## src/design/free_block_bitmap_allocator_defines.svh

```systemverilog
// Assertion macros for the free-block bitmap allocator.
// Needs nothing else; the top level includes it for its checks.
`ifndef FREE_BLOCK_BITMAP_ALLOCATOR_DEFINES_SVH
`define FREE_BLOCK_BITMAP_ALLOCATOR_DEFINES_SVH

// The consequent must hold in the same cycle as the antecedent.
`define FBBA_ASSERT_SAME(label, clk, rst_n, ante, cons, msg) \
	label: assert property (@(posedge clk) disable iff (!rst_n) (ante) |-> (cons)) \
		else $error(msg);

// The consequent must hold in the cycle after the antecedent.
`define FBBA_ASSERT_NEXT(label, clk, rst_n, ante, cons, msg) \
	label: assert property (@(posedge clk) disable iff (!rst_n) (ante) |=> (cons)) \
		else $error(msg);

`endif

```

## src/design/fbba_pkg.sv

```systemverilog
// Shared types and codes for the free-block bitmap allocator.
// Used by the front, the command queue, the back and the top level.
package fbba_pkg;

	localparam int BLOCK_COUNT_DEF = 64;
	localparam int QUEUE_DEPTH     = 2;
	localparam int QPTR_W          = (QUEUE_DEPTH > 1) ? $clog2(QUEUE_DEPTH) : 1;
	localparam int QCNT_W          = $clog2(QUEUE_DEPTH + 1);

	localparam int ACTION_W = 2;
	localparam int NEED_W   = 7;
	localparam int TARGET_W = 7;
	localparam int STATUS_W = 2;
	localparam int BLK_W    = 6;
	localparam int FREE_W   = 7;

	// Action codes of a request.
	localparam logic [ACTION_W-1:0] ACT_FIND   = 2'd0;
	localparam logic [ACTION_W-1:0] ACT_LOCK   = 2'd1;
	localparam logic [ACTION_W-1:0] ACT_UNLOCK = 2'd2;

	// Status codes of a result.
	localparam logic [STATUS_W-1:0] ST_VALID  = 2'd0;
	localparam logic [STATUS_W-1:0] ST_SHORT  = 2'd1;
	localparam logic [STATUS_W-1:0] ST_ACK    = 2'd2;
	localparam logic [STATUS_W-1:0] ST_BADIDX = 2'd3;

	typedef struct packed {
		logic [ACTION_W-1:0] action;
		logic [NEED_W-1:0]   needed_count;
		logic [TARGET_W-1:0] target_block;
	} request_t;

	typedef struct packed {
		logic [STATUS_W-1:0] status;
		logic [BLK_W-1:0]    block_index;
		logic [FREE_W-1:0]   free_count;
		logic                last;
	} result_t;

	// Command classes handed from the front to the back.
	typedef enum logic [2:0] {
		CK_FIND,
		CK_SHORT,
		CK_ACK,
		CK_BADIDX,
		CK_LOCK,
		CK_UNLOCK
	} cmd_kind_t;

	typedef struct packed {
		cmd_kind_t           kind;
		logic [NEED_W-1:0]   need;
		logic [TARGET_W-1:0] target;
	} cmd_t;

	typedef struct packed {
		logic empty;
		logic full;
	} q_stat_t;

endpackage

```

## src/design/free_block_bitmap_allocator.sv

```systemverilog
// Top level of the free-block bitmap allocator: front, command queue and back.
// Depends on fbba_pkg, fbba_front, fbba_queue, fbba_back and the defines header.
//
// The allocator keeps one occupied bit per block (all free after reset) and a
// count of free blocks. A request is taken at a clock edge where start is high
// and busy is low; busy is high only while the two-entry command queue is full.
// Results appear on result for exactly one cycle each, marked by done, and the
// receiver cannot hold them off. Lock, unlock, a zero-length find, an unused
// action and every error give a single result in the cycle after the back picks
// the command from the queue. A granted find of N blocks walks the occupancy
// map one block per cycle from block 0, gives one result for each free block
// it passes and stops at the N-th free block. That single map walk in the back
// sets the throughput; requests queued behind it wait their turn, and the front
// keeps taking requests until the queue fills. A find does not reserve the
// blocks it reports. The free count in each result is the count after the
// request's own effect.
`include "free_block_bitmap_allocator_defines.svh"

module free_block_bitmap_allocator #(
	parameter int BLOCK_COUNT = fbba_pkg::BLOCK_COUNT_DEF
) (
	input  logic               clk,
	input  logic               arst_n,
	input  logic               start,
	output logic               busy,
	input  fbba_pkg::request_t request,
	output logic               done,
	output fbba_pkg::result_t  result
);

	logic              push;
	logic              pop;
	fbba_pkg::cmd_t    push_cmd;
	fbba_pkg::cmd_t    head_cmd;
	fbba_pkg::q_stat_t q_stat;

	assign busy = q_stat.full;

	fbba_front #(
		.BLOCK_COUNT(BLOCK_COUNT)
	) u_front (
		.start    (start),
		.request  (request),
		.q_stat   (q_stat),
		.push     (push),
		.push_cmd (push_cmd)
	);

	fbba_queue u_queue (
		.clk      (clk),
		.arst_n   (arst_n),
		.push     (push),
		.push_cmd (push_cmd),
		.pop      (pop),
		.head_cmd (head_cmd),
		.q_stat   (q_stat)
	);

	fbba_back #(
		.BLOCK_COUNT(BLOCK_COUNT)
	) u_back (
		.clk      (clk),
		.arst_n   (arst_n),
		.head_cmd (head_cmd),
		.q_stat   (q_stat),
		.pop      (pop),
		.done     (done),
		.result   (result)
	);

	// A taken request must be sitting in the queue on the next cycle.
	`FBBA_ASSERT_NEXT(a_push_lands, clk, arst_n, start && !busy, !q_stat.empty, "request lost")

	// A reported free block lies inside the table.
	`FBBA_ASSERT_SAME(a_index_range, clk, arst_n, done && (result.status == fbba_pkg::ST_VALID), fbba_pkg::FREE_W'(result.block_index) < fbba_pkg::FREE_W'(BLOCK_COUNT), "block index out of range")

	// The free count never exceeds the table size.
	`FBBA_ASSERT_SAME(a_free_range, clk, arst_n, done, result.free_count <= fbba_pkg::FREE_W'(BLOCK_COUNT), "free count out of range")

endmodule

```

## src/design/fbba_front.sv

```systemverilog
// Front of the allocator: takes requests and sorts them into command classes.
// Depends on fbba_pkg.
module fbba_front #(
	parameter int BLOCK_COUNT = fbba_pkg::BLOCK_COUNT_DEF
) (
	input  logic              start,
	input  fbba_pkg::request_t request,
	input  fbba_pkg::q_stat_t q_stat,
	output logic              push,
	output fbba_pkg::cmd_t    push_cmd
);

	localparam logic [fbba_pkg::NEED_W-1:0]   NEED_MAX = fbba_pkg::NEED_W'(BLOCK_COUNT);
	localparam logic [fbba_pkg::TARGET_W-1:0] TGT_LIM  = fbba_pkg::TARGET_W'(BLOCK_COUNT);

	assign push = start && !q_stat.full;

	always_comb begin
		push_cmd.need   = request.needed_count;
		push_cmd.target = request.target_block;
		case (request.action)
			fbba_pkg::ACT_FIND: begin
				// Asking for more than the table holds can never be granted.
				if (request.needed_count == '0)
					push_cmd.kind = fbba_pkg::CK_ACK;
				else if (request.needed_count > NEED_MAX)
					push_cmd.kind = fbba_pkg::CK_SHORT;
				else
					push_cmd.kind = fbba_pkg::CK_FIND;
			end
			fbba_pkg::ACT_LOCK: begin
				if (request.target_block >= TGT_LIM)
					push_cmd.kind = fbba_pkg::CK_BADIDX;
				else
					push_cmd.kind = fbba_pkg::CK_LOCK;
			end
			fbba_pkg::ACT_UNLOCK: begin
				if (request.target_block >= TGT_LIM)
					push_cmd.kind = fbba_pkg::CK_BADIDX;
				else
					push_cmd.kind = fbba_pkg::CK_UNLOCK;
			end
			default: begin
				push_cmd.kind = fbba_pkg::CK_ACK;
			end
		endcase
	end

endmodule

```

## src/design/fbba_queue.sv

```systemverilog
// Short command queue between the front and the back of the allocator.
// Depends on fbba_pkg.
module fbba_queue (
	input  logic              clk,
	input  logic              arst_n,
	input  logic              push,
	input  fbba_pkg::cmd_t    push_cmd,
	input  logic              pop,
	output fbba_pkg::cmd_t    head_cmd,
	output fbba_pkg::q_stat_t q_stat
);

	localparam int QD = fbba_pkg::QUEUE_DEPTH;
	localparam int PW = fbba_pkg::QPTR_W;
	localparam int CW = fbba_pkg::QCNT_W;

	fbba_pkg::cmd_t   entry_q [QD];
	logic [PW-1:0]    wr_q;
	logic [PW-1:0]    rd_q;
	logic [CW-1:0]    cnt_q;

	function automatic logic [PW-1:0] next_ptr(input logic [PW-1:0] p);
		if (p == PW'(QD - 1))
			return '0;
		return p + PW'(1);
	endfunction

	assign head_cmd     = entry_q[rd_q];
	assign q_stat.empty = (cnt_q == '0);
	assign q_stat.full  = (cnt_q == CW'(QD));

	always_ff @(posedge clk) begin
		if (push)
			entry_q[wr_q] <= push_cmd;
	end

	always_ff @(posedge clk or negedge arst_n) begin
		if (!arst_n) begin
			wr_q  <= '0;
			rd_q  <= '0;
			cnt_q <= '0;
		end else begin
			if (push)
				wr_q <= next_ptr(wr_q);
			if (pop)
				rd_q <= next_ptr(rd_q);
			if (push && !pop)
				cnt_q <= cnt_q + CW'(1);
			else if (pop && !push)
				cnt_q <= cnt_q - CW'(1);
		end
	end

endmodule

```

## src/design/fbba_back.sv

```systemverilog
// Back of the allocator: holds the occupancy map and free count, runs commands.
// Depends on fbba_pkg.
module fbba_back #(
	parameter int BLOCK_COUNT = fbba_pkg::BLOCK_COUNT_DEF
) (
	input  logic              clk,
	input  logic              arst_n,
	input  fbba_pkg::cmd_t    head_cmd,
	input  fbba_pkg::q_stat_t q_stat,
	output logic              pop,
	output logic              done,
	output fbba_pkg::result_t result
);

	localparam int IDX_W = (BLOCK_COUNT > 1) ? $clog2(BLOCK_COUNT) : 1;
	localparam int CNT_W = $clog2(BLOCK_COUNT + 1);

	typedef enum logic {
		B_IDLE,
		B_SCAN
	} bstate_t;

	bstate_t              state_q;
	logic [BLOCK_COUNT-1:0] occ_q;
	logic [CNT_W-1:0]     free_q;
	logic [IDX_W-1:0]     scan_q;
	logic [CNT_W-1:0]     found_q;
	logic [CNT_W-1:0]     need_q;
	logic                 done_q;
	fbba_pkg::result_t    result_q;

	logic [CNT_W-1:0] need_c;
	logic [IDX_W-1:0] tgt_c;
	logic             scan_last;

	// Front guarantees need is at most BLOCK_COUNT for finds and target in range for locks and unlocks here.
	assign need_c    = head_cmd.need[CNT_W-1:0];
	assign tgt_c     = head_cmd.target[IDX_W-1:0];
	assign scan_last = ((found_q + CNT_W'(1)) == need_q);
	assign pop       = (state_q == B_IDLE) && !q_stat.empty;
	assign done      = done_q;
	assign result    = result_q;

	always_ff @(posedge clk or negedge arst_n) begin
		if (!arst_n) begin
			state_q  <= B_IDLE;
			occ_q    <= '0;
			free_q   <= CNT_W'(BLOCK_COUNT);
			scan_q   <= '0;
			found_q  <= '0;
			need_q   <= '0;
			done_q   <= 1'b0;
			result_q <= '0;
		end else begin
			done_q <= 1'b0;
			case (state_q)
				B_IDLE: begin
					if (!q_stat.empty) begin
						done_q                <= 1'b1;
						result_q.status       <= fbba_pkg::ST_ACK;
						result_q.block_index  <= '0;
						result_q.free_count   <= fbba_pkg::FREE_W'(free_q);
						result_q.last         <= 1'b1;
						case (head_cmd.kind)
							fbba_pkg::CK_FIND: begin
								if (need_c > free_q) begin
									result_q.status <= fbba_pkg::ST_SHORT;
								end else begin
									done_q  <= 1'b0;
									state_q <= B_SCAN;
									scan_q  <= '0;
									found_q <= '0;
									need_q  <= need_c;
								end
							end
							fbba_pkg::CK_SHORT: begin
								result_q.status <= fbba_pkg::ST_SHORT;
							end
							fbba_pkg::CK_BADIDX: begin
								result_q.status <= fbba_pkg::ST_BADIDX;
							end
							fbba_pkg::CK_LOCK: begin
								if (!occ_q[tgt_c]) begin
									occ_q[tgt_c]        <= 1'b1;
									free_q              <= free_q - CNT_W'(1);
									result_q.free_count <=
										fbba_pkg::FREE_W'(free_q - CNT_W'(1));
								end
							end
							fbba_pkg::CK_UNLOCK: begin
								if (occ_q[tgt_c]) begin
									occ_q[tgt_c]        <= 1'b0;
									free_q              <= free_q + CNT_W'(1);
									result_q.free_count <=
										fbba_pkg::FREE_W'(free_q + CNT_W'(1));
								end
							end
							default: begin
							end
						endcase
					end
				end
				B_SCAN: begin
					// One map bit per cycle; a free block yields one result.
					if (!occ_q[scan_q]) begin
						done_q               <= 1'b1;
						result_q.status      <= fbba_pkg::ST_VALID;
						result_q.block_index <= fbba_pkg::BLK_W'(scan_q);
						result_q.free_count  <= fbba_pkg::FREE_W'(free_q);
						result_q.last        <= scan_last;
						found_q              <= found_q + CNT_W'(1);
						if (scan_last)
							state_q <= B_IDLE;
					end
					scan_q <= scan_q + IDX_W'(1);
				end
				default: begin
					state_q <= B_IDLE;
				end
			endcase
		end
	end

endmodule
```

## config.mk

```make
export PLATFORM = sky130hd
export DESIGN_NAME = free_block_bitmap_allocator
export DESIGN_NICKNAME = d
export VERILOG_FILES = /design/src/design/fbba_pkg.sv /design/src/design/free_block_bitmap_allocator.sv /design/src/design/fbba_front.sv /design/src/design/fbba_queue.sv /design/src/design/fbba_back.sv
export VERILOG_INCLUDE_DIRS = /design/src /design/src/design
export SDC_FILE = /design/constraint.sdc
export NUM_CORES = 1
export LEC_CHECK = 0
export BUFFER_PORTS_ARGS = -buffer_cell sky130_fd_sc_hd__buf_2
export CELL_PAD_IN_SITES_DETAIL_PLACEMENT = 0
export CELL_PAD_IN_SITES_GLOBAL_PLACEMENT = 1
export CORE_AREA = 2 2 137 139
export DETAILED_ROUTE_END_ITERATION = 8
export DIE_AREA = 0 0 139 141
export GPL_TIMING_DRIVEN = 0
export PLACE_DENSITY_LB_ADDON = 0.1
export SLEW_MARGIN = 40
export SYNTH_ARGS = -nofsm -noshare
export SYNTH_HDL_FRONTEND = slang
export SYNTH_SLANG_ARGS = --single-unit
```

## constraint.sdc

```tcl
create_clock -name clk -period 4.8 [get_ports clk]
set_input_delay 0.24 -clock clk [delete_from_list [all_inputs] [get_ports clk]]
set_output_delay 0.24 -clock clk [all_outputs]
set_load 0.01 [all_outputs]
```

==> impl_metrics.toml <==
[detailed_routing]
viasPerCell = 5.86
drc = 0
vias = 5894
routed_wl_um = 21500
wl_per_cell_um = 21.4
drt_iter0_markers = 324
antenna_left = 0
drt_pass1_iterations = 5

[min_path]
min_path_cells = 1
hp-class = "in2reg"

[yosys]
avgSynthCellArea_um2 = 11.5
ys_top_cells_by_area = "dfrtp_1 35%, edfxtp_1 12%, mux2_1 8.4%"
synth_flop_cell = "dfrtp_1"
syn_area_um2 = 8060
ys_ff_latch = 145
synth_edf_count = 32
async_flop_share_pct = 77.9
yosysSeqAreaShare_pct = 47.0
synth_cell_types = 57
netlist_instances = 702
yosys.area.top_type = "dfrtp_1"
synth_fp_nets = 733
synth_top_area_share_pct = 34.8
yosys_warnings = 0

[cts]
cts_max_level = 4
path_clk_slew_ns = 0.06
cts_setup_buffers = 0
tritoncts.num_buffers = 17
clkLatencyLatePin_ns = 0.42
cts_tree = "built"
clock_path_buffers = 2
cts.sinks = 145
clockRootBuffer = "clkbuf_16"

[critical_path]
critPathCaptureType = "flip-flop"
critPathKind = "reg2reg"
cp.required_ns = 5.10
critical_path.max_fanout = 10
cp-start-kind = "flip-flop"
cp_slowest_stage_delay_ns = 0.62
critPathArrivalTime_ns = 4.79
reg2reg_slack_ns = 0.31
critPathSlowestCell = "or4_1"
rr_worst_depth = 15
crit_chain = "buf_4, buf_4, clkbuf_1, mux2_2, ha_1, nor2b_1, o21a_1, o21a_1, o21bai_1, a21oi_1, or4_1, or2_2, clkbuf_1, nand3_1, o21ai_0"

[finish]
area_growth_pct = 14.5
final_cell_area_um2 = 9230
postLayoutCoreUtil_pct = 50.5
diodes = 0
n_fill_cell = 1640
seq_area_um2 = 3790
finalNetCount = 790
multiInputGateArea_um2 = 3980
drive_gt1_share_pct = 19.8

[power_and_ir_drop]
power.leakage_nw = 3.90
power_density_nw_per_um2 = 668
power_frac_seq_pct = 32.9
total_power_w = 0.00616
ir_worst_vdd_uv = 318
comb_power_share_pct = 44.4
intPower_w = 0.00365
netSwitchingFraction_pct = 40.8
p_switching_w = 0.00251
clkPwrFrac_pct = 22.7

[die]
pin_count = 37
rows = 50
fp.dieW_um = 139
start_util_pct = 44.1
die-area_um2 = 19600
core_area_um2 = 18300
die-height_um = 141

[placed_design]
port_buffers = 36
dp_hpwl_um = 15400
placed_area_um2 = 8580
place.gp.congestion = 0.862

[sta]
final_max_slew_viol_count = 0
tns_ns = 0
setup_viol = 0
period_share_pct = 93.5
relSlewSlack_pct = 48.4
grt_setup_unrepaired = "false"
worst_pin_slew_ns = 0.772
skew_ns = 0.00964
hold_viol_final = 0
fmax_ghz = 0.223
min_period_ns = 4.49

[global_routing]
antenna_found_initial = 0
grt_first_pass_wirelength_um = 34300
use_met1_pct = 29.0
grt_pass1_vias = 6123
grt_max_degree = 64
grt_usage_pct = 22.8
grt.overflow.total = 0
met3_usage_pct = 5.26
top_usage_layer = "met2"
grtUsageMet2_pct = 38.2

[job]
maxCapViolCount = 0

[outcome]
status = "completed"
cells in the mapped netlist (all sizes together), types with 3 or more instances:
master	instances
a21oi	9
nor3	26
nor2	34
and3	5
xnor2	17
clkbuf	39
or2	6
mux4	20
buf	18
nand2b	10
inv	14
nand4	9
o211ai	4
mux2i	49
nand3	10
a31oi	6
or3	7
edfxtp	32
mux2	82
ha	12
o21ai	16
dfrtp	112
o31ai	3
xor2	13
o22ai	17
nor4	50
nand2	51
final cells by class:
type | instances | share of cell area (%)
Buffer | 57 | 2.82
Clock buffer | 18 | 4.65
Clock inverter | 14 | 2.05
Inverter | 15 | 0.610
Multi-Input combinational cell | 485 | 43.1
Sequential cell | 145 | 41.1
Tap cell | 234 | 3.17
Timing Repair Buffer | 38 | 2.47
cells by family after synthesis:
group	Yosys count	synth area share, %
muxes	151	23.1
DFF	145	47.0
adders and majority gates	12	1.86
AOI/OAI and AO/OA	72	6.07
buffers and inverters	72	3.91
xor gates and xnor gates	30	3.26
and+or+nand+nor	220	14.7
power by group through the flow:
stage / Combinational [W] / Clock [W] / Sequential (W)
global placement: 0.00267 / 0 / 0.00202
detailed placement: 0.00273 / 0 / 0.00205
CTS: 0.00274 / 0.00142 / 0.00202
global route: 0.00300 / 0.00148 / 0.00209
floorplan: 0.00194 / 0 / 0.00198
finish: 0.00273 / 0.00140 / 0.00203
path summary, 6_finish.rpt:
kind | startpoint | endpoint
min in group asynchronous | arst_n | u_back.found_q[2]
min | request[5] | u_queue.entry_q[0][5]
min reg2reg | u_back.result[1] | u_back.result[1]
max reg2reg | u_queue.rd_q | u_back.found_q[2]
max | u_queue.rd_q | u_back.found_q[2]
max in group asynchronous | arst_n | async pin
layer usage:
| layer | routed length, um | vias to the layer above | part of all wire, % |
|---|---|---|---|
| met5 | 0 | - | 0 |
| met4 | 504 | 0 | 2.3 |
| met3 | 1140 | 35 | 5.3 |
| met2 | 10600 | 167 | 49 |
| met1 | 9280 | 2952 | 43 |
| li1 | - | 2740 | - |
timing repair:
item | 4_1_cts | 5_1_grt
endpoints found under the setup margin | 0 | 6
endpoints found under the hold margin | 49 | 0
gates resized for setup | 0 | 1
hold buffers | 1 | 0
metrics by stage:
stage / hold WS [ns] / instances / setup WS, ns
after floorplan: -0.0556 / 702 / 0.902
after global placement: 0.446 / 972 / 0.205
after detailed placement: 0.184 / 973 / 0.197
after CTS: 0.00832 / 1006 / 0.155
after global routing: 0.0105 / 1006 / 0.0276
final: 0.0223 / 1006 / 0.314
worst max-delay path: cells and delay by family (launching register included):
kind	cells	cell delay, ns
AOI/OAI and AO/OA	5	0.65
adders and majority gates	1	0.31
buffers and inverters	4	1.26
DFF	1	0.42
muxes	1	0.46
and+or+nand+nor	4	1.26
placed cells by master (no fill, tap or decap), drive strengths merged, types with 17 or more instances in the layout:
cell | netlist | layout
nand2 | 51 | 51
nor3 | 26 | 26
clkbuf | 39 | 57
dfrtp | 112 | 112
mux2 | 82 | 82
o22ai | 17 | 17
buf | 18 | 55
mux4 | 20 | 20
edfxtp | 32 | 32
mux2i | 49 | 49
xnor2 | 17 | 17
nor2 | 34 | 34
nor4 | 50 | 50
Power figures use the tool's default switching activity.
